==> src/rtl/core/cqtm_pkg.sv <==
// Shared types, codes and helpers for the CIGAR query-to-target mapper.
// Used by cqtm_step and cigar_query_to_target_mapper_unit; no dependencies.
`default_nettype none

package cqtm_pkg;

    localparam int POS_WIDTH = 32;              // signed position arithmetic width
    localparam int FIELD_W   = POS_WIDTH - 1;   // unsigned position field width
    localparam int WW        = POS_WIDTH + 4;   // headroom for sums and x10

    localparam logic signed [WW-1:0] POS_MAX = (WW'(1) <<< FIELD_W) - WW'(1);

    localparam logic FUNC_HEADER = 1'b0;
    localparam logic FUNC_CHAR   = 1'b1;

    localparam logic [7:0] CH_0  = 8'h30;
    localparam logic [7:0] CH_9  = 8'h39;
    localparam logic [7:0] CH_M  = 8'h4D;
    localparam logic [7:0] CH_EQ = 8'h3D;
    localparam logic [7:0] CH_X  = 8'h58;
    localparam logic [7:0] CH_I  = 8'h49;
    localparam logic [7:0] CH_S  = 8'h53;
    localparam logic [7:0] CH_D  = 8'h44;
    localparam logic [7:0] CH_N  = 8'h4E;
    localparam logic [7:0] CH_H  = 8'h48;
    localparam logic [7:0] CH_P  = 8'h50;

    typedef enum logic [2:0] {
        ST_OK            = 3'd0,
        ST_INSERTION     = 3'd1,
        ST_NO_MAPPING    = 3'd2,
        ST_MISSING_CIGAR = 3'd3,
        ST_OUT_OF_RANGE  = 3'd4,
        ST_BAD_CIGAR     = 3'd5
    } status_t;

    typedef struct packed {
        logic               func;
        logic [FIELD_W-1:0] query_pos;
        logic [FIELD_W-1:0] query_start;
        logic [FIELD_W-1:0] query_end;
        logic [FIELD_W-1:0] query_length;
        logic [FIELD_W-1:0] target_start;
        logic               reverse_strand;
        logic               cigar_present;
        logic [7:0]         cigar_char;
        logic               last_char;
    } item_t;

    typedef struct packed {
        logic signed [POS_WIDTH-1:0] oriented_query;
        logic signed [POS_WIDTH-1:0] query_cursor;
        logic [FIELD_W-1:0]          target_cursor;
        logic [FIELD_W-1:0]          query_used;
        logic [FIELD_W-1:0]          target_used;
        logic [FIELD_W-1:0]          length_accum;
        logic                        have_digits;
        logic                        record_open;
    } state_t;

    typedef struct packed {
        status_t                     status;
        logic [FIELD_W-1:0]          target_pos;
        logic [7:0]                  op_char;
        logic [FIELD_W-1:0]          op_length;
        logic [FIELD_W-1:0]          op_offset;
        logic signed [POS_WIDTH-1:0] oriented_pos;
        logic [FIELD_W-1:0]          query_consumed;
        logic [FIELD_W-1:0]          target_consumed;
    } result_t;

    function automatic logic signed [WW-1:0] ext_u(input logic [FIELD_W-1:0] v);
        return $signed({{(WW-FIELD_W){1'b0}}, v});
    endfunction

    function automatic logic signed [WW-1:0] ext_s(input logic signed [POS_WIDTH-1:0] v);
        return $signed({{(WW-POS_WIDTH){v[POS_WIDTH-1]}}, v});
    endfunction

    // Clamp to [0, POS_MAX] and narrow to a field.
    function automatic logic [FIELD_W-1:0] clamp_pos(input logic signed [WW-1:0] v);
        logic [FIELD_W-1:0] r;
        if (v < 0) begin
            r = '0;
        end else if (v > POS_MAX) begin
            r = POS_MAX[FIELD_W-1:0];
        end else begin
            r = v[FIELD_W-1:0];
        end
        return r;
    endfunction

    // Saturate at POS_MAX only; negative cursors pass through.
    function automatic logic signed [POS_WIDTH-1:0] sat_cursor(input logic signed [WW-1:0] v);
        logic signed [POS_WIDTH-1:0] r;
        if (v > POS_MAX) begin
            r = POS_MAX[POS_WIDTH-1:0];
        end else begin
            r = v[POS_WIDTH-1:0];
        end
        return r;
    endfunction

endpackage

`default_nettype wire

==> src/rtl/core/cqtm_step.sv <==
// Per-word decision logic: next record state and the optional result word.
// Depends on cqtm_pkg.
`default_nettype none

module cqtm_step (
    input  cqtm_pkg::item_t   item,
    input  cqtm_pkg::state_t  st,
    output cqtm_pkg::state_t  st_next,
    output logic              emit,
    output cqtm_pkg::result_t res
);
    import cqtm_pkg::*;

    logic signed [WW-1:0] ori_w;
    logic signed [WW-1:0] cur_w;
    logic signed [WW-1:0] len_w;
    logic signed [WW-1:0] tc_w;
    logic signed [WW-1:0] off_w;
    logic signed [WW-1:0] acc_w;
    logic signed [WW-1:0] qpos_w;
    logic signed [WW-1:0] mirror_ori_w;
    logic signed [WW-1:0] mirror_cur_w;
    logic [7:0]           digit;
    logic                 is_digit;
    logic                 hit;

    always_comb begin
        ori_w        = ext_s(st.oriented_query);
        cur_w        = ext_s(st.query_cursor);
        len_w        = ext_u(st.length_accum);
        tc_w         = ext_u(st.target_cursor);
        off_w        = ori_w - cur_w;
        hit          = ori_w < (cur_w + len_w);
        digit        = item.cigar_char - CH_0;
        is_digit     = item.cigar_char inside {[CH_0:CH_9]};
        acc_w        = (len_w <<< 3) + (len_w <<< 1) + $signed({{(WW-8){1'b0}}, digit});
        qpos_w       = ext_u(item.query_pos);
        mirror_ori_w = ext_u(item.query_length) - WW'(1) - qpos_w;
        mirror_cur_w = ext_u(item.query_length) - ext_u(item.query_end);

        st_next = st;
        emit    = 1'b0;
        res     = '0;

        if (item.func == FUNC_HEADER) begin
            st_next.record_open  = 1'b0;
            st_next.have_digits  = 1'b0;
            st_next.length_accum = '0;
            st_next.query_used   = '0;
            st_next.target_used  = '0;
            if (!item.cigar_present) begin
                emit             = 1'b1;
                res.status       = ST_MISSING_CIGAR;
                res.oriented_pos = '1;
            end else if (item.query_pos < item.query_start ||
                         item.query_pos >= item.query_end) begin
                emit             = 1'b1;
                res.status       = ST_OUT_OF_RANGE;
                res.oriented_pos = '1;
            end else begin
                if (item.reverse_strand) begin
                    st_next.oriented_query = mirror_ori_w[POS_WIDTH-1:0];
                    st_next.query_cursor   = mirror_cur_w[POS_WIDTH-1:0];
                end else begin
                    st_next.oriented_query = qpos_w[POS_WIDTH-1:0];
                    st_next.query_cursor   = $signed({1'b0, item.query_start});
                end
                st_next.target_cursor = item.target_start;
                st_next.record_open   = 1'b1;
            end
        end else if (st.record_open) begin
            if (is_digit) begin
                st_next.length_accum = clamp_pos(acc_w);
                st_next.have_digits  = 1'b1;
            end else if (st.have_digits) begin
                st_next.length_accum = '0;
                st_next.have_digits  = 1'b0;
                res.op_char          = item.cigar_char;
                res.op_length        = st.length_accum;
                res.oriented_pos     = st.oriented_query;
                res.query_consumed   = st.query_used;
                res.target_consumed  = st.target_used;
                case (item.cigar_char)
                    CH_M, CH_EQ, CH_X: begin
                        if (hit) begin
                            emit           = 1'b1;
                            res.status     = ST_OK;
                            res.target_pos = clamp_pos(tc_w + off_w);
                            res.op_offset  = clamp_pos(off_w);
                        end else begin
                            st_next.query_cursor  = sat_cursor(cur_w + len_w);
                            st_next.target_cursor = clamp_pos(tc_w + len_w);
                            st_next.query_used    = clamp_pos(ext_u(st.query_used) + len_w);
                            st_next.target_used   = clamp_pos(ext_u(st.target_used) + len_w);
                        end
                    end
                    CH_I, CH_S: begin
                        if (hit) begin
                            emit          = 1'b1;
                            res.status    = ST_INSERTION;
                            res.op_offset = clamp_pos(off_w);
                        end else begin
                            st_next.query_cursor = sat_cursor(cur_w + len_w);
                            st_next.query_used   = clamp_pos(ext_u(st.query_used) + len_w);
                        end
                    end
                    CH_D, CH_N: begin
                        st_next.target_cursor = clamp_pos(tc_w + len_w);
                        st_next.target_used   = clamp_pos(ext_u(st.target_used) + len_w);
                    end
                    CH_H, CH_P: begin
                    end
                    default: begin
                        emit       = 1'b1;
                        res.status = ST_BAD_CIGAR;
                    end
                endcase
                if (emit) begin
                    st_next.record_open = 1'b0;
                end
            end
            // close an undecided record on its final character
            if (item.last_char && !emit) begin
                st_next.record_open  = 1'b0;
                st_next.length_accum = '0;
                st_next.have_digits  = 1'b0;
                emit                 = 1'b1;
                res                  = '0;
                res.status           = ST_NO_MAPPING;
                res.oriented_pos     = st.oriented_query;
                res.query_consumed   = st_next.query_used;
                res.target_consumed  = st_next.target_used;
            end
        end
    end

endmodule

`default_nettype wire

==> src/rtl/core/cigar_query_to_target_mapper_unit.sv <==
// Top level of the CIGAR query-to-target mapper: input register, record
// state, result register. Depends on cqtm_pkg and cqtm_step.
//
//   channel  | handshake          | payload
//   ---------+--------------------+------------------------------------------
//   s_       | s_valid / s_ready  | header word or one CIGAR character word
//   m_       | m_valid / m_ready  | one mapping result word per record
//
// One word per cycle; an emitting word waits while the result is stalled, and
// m_valid is registered with the result. The step logic between the input and
// result registers computes the next record state, so each word updates it
// as it leaves the input register. aresetn clears valid flags and record state.
// A stalled result holds only words that would emit; other words pass.
`default_nettype none

module cigar_query_to_target_mapper_unit (
    input  wire logic                               aclk,
    input  wire logic                               aresetn,
    input  wire logic                               s_valid,
    output logic                                    s_ready,
    input  wire logic                               s_func,
    input  wire logic [cqtm_pkg::FIELD_W-1:0]       s_query_pos,
    input  wire logic [cqtm_pkg::FIELD_W-1:0]       s_query_start,
    input  wire logic [cqtm_pkg::FIELD_W-1:0]       s_query_end,
    input  wire logic [cqtm_pkg::FIELD_W-1:0]       s_query_length,
    input  wire logic [cqtm_pkg::FIELD_W-1:0]       s_target_start,
    input  wire logic                               s_reverse_strand,
    input  wire logic                               s_cigar_present,
    input  wire logic [7:0]                         s_cigar_char,
    input  wire logic                               s_last_char,
    output logic                                    m_valid,
    input  wire logic                               m_ready,
    output logic [2:0]                              m_status,
    output logic [cqtm_pkg::FIELD_W-1:0]            m_target_pos,
    output logic [7:0]                              m_op_char,
    output logic [cqtm_pkg::FIELD_W-1:0]            m_op_length,
    output logic [cqtm_pkg::FIELD_W-1:0]            m_op_offset,
    output logic signed [cqtm_pkg::POS_WIDTH-1:0]   m_oriented_pos,
    output logic [cqtm_pkg::FIELD_W-1:0]            m_query_consumed,
    output logic [cqtm_pkg::FIELD_W-1:0]            m_target_consumed
);
    import cqtm_pkg::*;

    item_t   item_reg;
    logic    in_valid_reg;
    state_t  st_reg;
    state_t  st_next;
    result_t res_reg;
    result_t step_res;
    logic    out_valid_reg;
    logic    step_emit;
    logic    out_ready;
    logic    advance;
    logic    s_accept;

    cqtm_step u_step (
        .item    (item_reg),
        .st      (st_reg),
        .st_next (st_next),
        .emit    (step_emit),
        .res     (step_res)
    );

    assign out_ready = !out_valid_reg || m_ready;
    assign advance   = in_valid_reg && (!step_emit || out_ready);
    assign s_ready   = !in_valid_reg || advance;
    assign s_accept  = s_valid && s_ready;

    always_ff @(posedge aclk) begin
        if (!aresetn) begin
            in_valid_reg  <= 1'b0;
            out_valid_reg <= 1'b0;
            st_reg        <= '0;
        end else begin
            if (s_accept) begin
                in_valid_reg <= 1'b1;
            end else if (advance) begin
                in_valid_reg <= 1'b0;
            end
            if (advance) begin
                st_reg <= st_next;
            end
            if (advance && step_emit) begin
                out_valid_reg <= 1'b1;
            end else if (m_ready) begin
                out_valid_reg <= 1'b0;
            end
        end
    end

    // payload registers carry no reset
    always_ff @(posedge aclk) begin
        if (s_accept) begin
            item_reg.func           <= s_func;
            item_reg.query_pos      <= s_query_pos;
            item_reg.query_start    <= s_query_start;
            item_reg.query_end      <= s_query_end;
            item_reg.query_length   <= s_query_length;
            item_reg.target_start   <= s_target_start;
            item_reg.reverse_strand <= s_reverse_strand;
            item_reg.cigar_present  <= s_cigar_present;
            item_reg.cigar_char     <= s_cigar_char;
            item_reg.last_char      <= s_last_char;
        end
        if (advance && step_emit) begin
            res_reg <= step_res;
        end
    end

    assign m_valid           = out_valid_reg;
    assign m_status          = res_reg.status;
    assign m_target_pos      = res_reg.target_pos;
    assign m_op_char         = res_reg.op_char;
    assign m_op_length       = res_reg.op_length;
    assign m_op_offset       = res_reg.op_offset;
    assign m_oriented_pos    = res_reg.oriented_pos;
    assign m_query_consumed  = res_reg.query_consumed;
    assign m_target_consumed = res_reg.target_consumed;

    a_rise_from_step: assert property (@(posedge aclk) disable iff (!aresetn)
        $rose(out_valid_reg) |-> $past(advance && step_emit))
        else $error("result word appeared without an emitting step");

    a_header_missing_closes: assert property (@(posedge aclk) disable iff (!aresetn)
        advance && item_reg.func == FUNC_HEADER && !item_reg.cigar_present
        |=> !st_reg.record_open)
        else $error("record left open after header without CIGAR");

    a_closed_char_silent: assert property (@(posedge aclk) disable iff (!aresetn)
        in_valid_reg && item_reg.func == FUNC_CHAR && !st_reg.record_open |-> !step_emit)
        else $error("character word outside a record produced a result");

    a_ok_op_letter: assert property (@(posedge aclk) disable iff (!aresetn)
        m_valid && m_status == ST_OK
        |-> (m_op_char == CH_M || m_op_char == CH_EQ || m_op_char == CH_X))
        else $error("ok result decided by a non-match op");

endmodule

`default_nettype wire
==> config.mk <==
export PLATFORM = sky130hd
export DESIGN_NAME = cigar_query_to_target_mapper_unit
export DESIGN_NICKNAME = d
export VERILOG_FILES = /design/src/rtl/core/cqtm_pkg.sv /design/src/rtl/core/cqtm_step.sv /design/src/rtl/core/cigar_query_to_target_mapper_unit.sv
export SDC_FILE = /design/constraint.sdc
export NUM_CORES = 2
export LEC_CHECK = 0
export BUFFER_PORTS_ARGS = -buffer_cell sky130_fd_sc_hd__buf_2
export CAP_MARGIN = 10
export CELL_PAD_IN_SITES_DETAIL_PLACEMENT = 1
export CELL_PAD_IN_SITES_GLOBAL_PLACEMENT = 2
export CORE_ASPECT_RATIO = 1.1
export CORE_MARGIN = 5
export CORE_UTILIZATION = 30
export CTS_BUF_LIST = sky130_fd_sc_hd__clkbuf_8
export DETAILED_ROUTE_END_ITERATION = 10
export HOLD_SLACK_MARGIN = 0.06
export PLACE_DENSITY_LB_ADDON = 0.3
export SYNTH_ARGS = -nofsm -noshare
export SYNTH_HDL_FRONTEND = slang
export SYNTH_SLANG_ARGS = --single-unit
==> constraint.sdc <==
create_clock -name aclk -period 38 [get_ports aclk]
set_input_delay 5.7 -clock aclk [delete_from_list [all_inputs] [get_ports aclk]]
set_output_delay 5.7 -clock aclk [all_outputs]
set_load 0.05 [all_outputs]
# Word-level counts from Yosys, hierarchy flattened
# Index checks and enable logic that the tools add are counted.
# word_totals
rom_bits	0
memories	0
latchBits	0
ramBits	0
reg_bits	557
input_bits	171
wordCells	183
# op_classes
div_mod_pow	0
eq_ne	18
shift	0
order_cmp	18
reduce_logical	30
multipliers	0
muxes	70
add_sub_neg	12
n_bitwise	7
# ops
op	count
$mux 198	4
$mux 31	17
$mux 125	4
$mux 158	3
$gt 36x32->1 const B	6
$lt 36x1->1 const B	6
$mux 32	6
$pmux 31 s2	3
$mux 63	2
$add 31x31->32	3
$eq 8x7->1 const B	8
$mux 64	1
$pmux 32 s2	1
$add 32x36->36	1
$add 36x9->36	1
$add 34x32->35	1
$add 32x32->33	1
$gt 33x32->1 const B	1
$lt 32x33->1	1
$mux 33	1
$sub 32x32->33	1
$sub 31x1->32 const B	1
$sub 31x31->32	1
$sub 32x32->32	1
other kinds (30)	80

# Depth between registers and ports, before layout
# logic_depth
depth_word	23
ltp_mapped	26
depth_no_buf	25

# By module
# From an unflattened synthesis, not the netlist that was laid out.
# unflattened
cells_unflattened	4661
hier_area_um2	41743.8
# modules_own_cells
mod	cells_per_inst	area_each_um2	seq_area_each_um2	instances
cqtm_step	3461	22924.5	0.0	1
cigar_query_to_target_mapper_unit	1200	18819.3	14804.2	1

# Worst setup path before layout
# No wires, ideal clock.
# synth_timing
path_kind	input port to flip-flop
startpoint	in m_ready
endpoint	reg res_reg, in the netlist m_op_char[0], enable pin
setup_time_ns	0.760
arrival_ns	14.015
path_buffers	0
required_ns	37.240
slack_ns	23.225
cell_stages	2
path_cell_list	nor2b_1 nor2_1
# synth_between
elab_chain_len	4
# synth_lines
item	line_no	source
from (decl)	cigar_query_to_target_mapper_unit.sv:32	input wire logic m_ready,
$logic_or 1x1->1	cigar_query_to_target_mapper_unit.sv:64	assign out_ready = !out_valid_reg || m_ready;
$logic_or 1x1->1	cigar_query_to_target_mapper_unit.sv:65	assign advance = in_valid_reg && (!step_emit || out_ready);
$logic_and 1x1->1	cigar_query_to_target_mapper_unit.sv:65	
$logic_and 1x1->1	cigar_query_to_target_mapper_unit.sv:105	if (advance && step_emit) begin
to (signal assigned)	cigar_query_to_target_mapper_unit.sv:106	res_reg <= step_res;
to (decl)	cigar_query_to_target_mapper_unit.sv:48	result_t res_reg;
# Every way passes these cells.
# A chain may end at the register's enable or synchronous reset.

# Worst setup path in the final report
# layout_timing
startpoint	reg st_reg[4] (netlist bit)
endpoint	out s_ready
# layout_between
elab_chain_len	21
# layout_lines
item	line_no	source
from (decl)	cigar_query_to_target_mapper_unit.sv:46	state_t st_reg;
from (signal assigned)	cigar_query_to_target_mapper_unit.sv:81	st_reg <= st_next;
$add 32x32->33 *	cqtm_step.sv:33	hit = ori_w < (cur_w + len_w);
$lt 32x33->1 *	cqtm_step.sv:33	
$mux 1 *	cqtm_step.sv:85, cqtm_step.sv:98	
$pmux 1 s2 *	cqtm_step.sv:83	case (item.cigar_char)
$mux 1 *	cqtm_step.sv:75	end else if (st.have_digits) begin
$mux 1 *	cqtm_step.sv:72	if (is_digit) begin
$mux 1 *	cqtm_step.sv:71	end else if (st.record_open) begin
$mux 1 *	cqtm_step.sv:45	if (item.func == FUNC_HEADER) begin
(+5 left out)	n/a	
$logic_and 1x1->1	cqtm_step.sv:123	if (item.last_char && !emit) begin
$mux 1 *	cqtm_step.sv:123	
$mux 1 *	cqtm_step.sv:71	
$mux 1 *	cqtm_step.sv:45	
$logic_not 1->1 *	cigar_query_to_target_mapper_unit.sv:65	
$logic_or 1x1->1 *	cigar_query_to_target_mapper_unit.sv:65	
$logic_and 1x1->1 *	cigar_query_to_target_mapper_unit.sv:65	
$logic_or 1x1->1 *	cigar_query_to_target_mapper_unit.sv:66	assign s_ready = !in_valid_reg || advance;
to (decl)	cigar_query_to_target_mapper_unit.sv:20	output logic s_ready,
# Mark *: on every way between the ends. The rest lies on a longest branch, timed or not. The select of a mux whose other input is x is not followed.

==> results.cfg <==
[power]
swShare_pct = 30.8
p_switching_uw = 490
p_clk_share_pct = 40.4
sequentialPowerShare_pct = 42.6
comb_power_share_pct = 16.9
leakage_uw = 0.0197
powerDensity_mw_per_mm2 = 35.7
ir_worst_vdd_uv = 27.4
p_int_uw = 1100

[sta]
min_period_ns = 13.16
fmax_mhz = 76.0
slew_viol_final = 0
fin_skew_ns = 0.0552
finalSetupTns_ns = 0
finalCritPeriodShare_pct = 34.6
setup_viol = 0
rsz0062_at_grt = no
slew_headroom_pct = 26.1
holdWs_ns = 0.480
tightest_slew_ns = 1.10
finalHoldViolCount = 0

[synth]
synth_edf_count = 365
syn_inst = 4089
avgSynthCellArea_um2 = 9.43
ys_ff_latch = 557
synth_flop_cell = edfxtp_1
synthesis.area_mm2 = 0.0386
yosys.area.top_type = edfxtp_1
netlist.area_leader.share_pct = 28.4
synthTopCellsByArea = edfxtp_1, ha_1, dfxtp_1
synthesis.nets = 4651
ys_types = 109
synth-warning-count = 0
ys_seq_area_share_pct = 38.4
synthArstFlopShare_pct = 0

[global_routing]
track_usage_pct = 22.7
antenna_found_initial = 8
grt_pass1_vias = 34900
grt_pass1_wl_mm = 230
overflow = 0
grt_max_degree = 76

[worst_setup_path]
crit_type = reg2out
reg2reg_slack_ns = 28.84
cp_max_fo = 8
crit_path_end_kind = output port
cp.arrival_ns = 7.46
critPathLaunchType = flop
crit_required_ns = 32.30

[finish]
final_cell_mix = ha_1, buf_2, edfxtp_1
largest_reg_flops = 190
final_common_cell = ha_1
syn_to_final_growth_pct = 15.7
nNetsFinal = 5026
drive_gt1_share_pct = 15.1

[drt]
drt_wl_total_mm = 159
wire_per_inst_um = 25.5
drtAntennaViolNets = 0
dr.pass1.iters = 5
initialDrtViolationCount = 1936
via_per_inst = 5.45
vias = 34000
post-route-drc-count = 0

[floorplan]
coreArea_mm2 = 0.128
die_area_mm2 = 0.136
fp.dieW_um = 352
num_rows = 138
die_h_um = 386
ios = 371
start_util_pct = 30.1

[clocking]
clock_latency_ns = 0.85
post_cts_resized = 0
clk_pin_slew_ns = 0.06
cts_setup_buffers = 0
clock_path_buffers = 3
cts.sinks = 557
htreeDepth = 3
cts_tree = built
hold_buffers = 0
cts-buffers-inserted = 101
clockRootBuffer = clkbuf_8

[outcome]
status = complete, no violations

[placement]
routabilityCongestion = 0.900
dp_hpwl_mm = 123
portBuffers = 370

[run]
cap_violations = 0

[hold_path]
hold_class = reg2reg
==> synth_stat cells, types with 62 or more instances <==
cell / number
a21o_1: 196
a21oi_1: 305
a31oi_1: 70
and3_1: 62
clkbuf_1: 131
dfxtp_1: 192
edfxtp_1: 365
ha_1: 381
inv_1: 245
nand2_1: 317
nand3_1: 72
nor2_1: 210
o21a_1: 67
o21ai_0: 332
xnor2_1: 162
xor2_1: 87
==> metal layers <==
layer	global-route usage (%)	up-vias	wire, um
met5	0	-	0
met4	7.38	0	4830
met3	3.62	195	7710
met2	38.3	793	75200
met1	29.8	16900	71000
li1	-	16100	-
==> kinds of logic after synthesis <==
logic type	synth area share, %
muxes	1.08
xor gates and xnor gates	5.66
and+or+nand+nor	12.0
adders and majority gates	12.9
buffers and inverters	4.13
AOI/OAI and AO/OA	25.8
DFF	38.4
==> per-stage QoR <==
stage          cell area [um^2]  worst slack (ns)  total power, uW  util [%]  std cells
3_3_place_gp              42400             25.79              959      33.1       6041
4_1_cts                   44600             24.80             1610      34.8       6230
6_report                  44600             24.84             1590      34.8       6234
2_1_floorplan             38600             23.22              866         -       4089
3_5_place_dp              42400             25.75              961      33.1       6041
5_1_grt                   44600             24.44             1670      34.8       6232
==> final cells by class <==
class	count	area, um^2
antenna	4	10.0
clock buffer	105	1450
clock inverter	84	772
fill	14900	83500
inverter	246	923
multi-input combinational	3126	22200
sequential	557	14800
tap	1680	2100
timing repair buffer	432	2320
==> worst max-delay path: stages (launching register included) <==
cell	delay, ns
dfxtp_1	0.73
ha_1	0.39
a21o_1	0.20
a21oi_1	0.26
o21ai_0	0.25
a211oi_1	0.43
o21ai_1	0.26
a31oi_1	0.30
o21ai_0	0.19
a211oi_1	0.47
inv_1	0.15
ha_1	0.33
or3b_2	0.46
o31ai_1	0.63
and3_1	0.28
a211o_1	0.34
and2_0	0.17
o21ai_0	0.18
or2_2	0.37
buf_2	0.22
==> worst paths after layout <==
| path | from | to | depth (start not counted) |
|---|---|---|---|
| setup / recovery | st_reg[4] | s_ready | 19 |
| hold / removal | st_reg[29] | st_reg[29] | 2 |
| setup reg to reg | st_reg[4] | item_reg[73] | 23 |
| hold reg to reg | st_reg[29] | st_reg[29] | 2 |
==> power groups by stage <==
stage               clock network [uW]  logic, uW  registers, uW
floorplan                            0        160            706
global placement                     0        267            691
detailed placement                   0        269            692
CTS                                664        271            679
global route                       692        293            680
finish                             644        270            679
No activity file was read; power rests on OpenSTA's default activity.
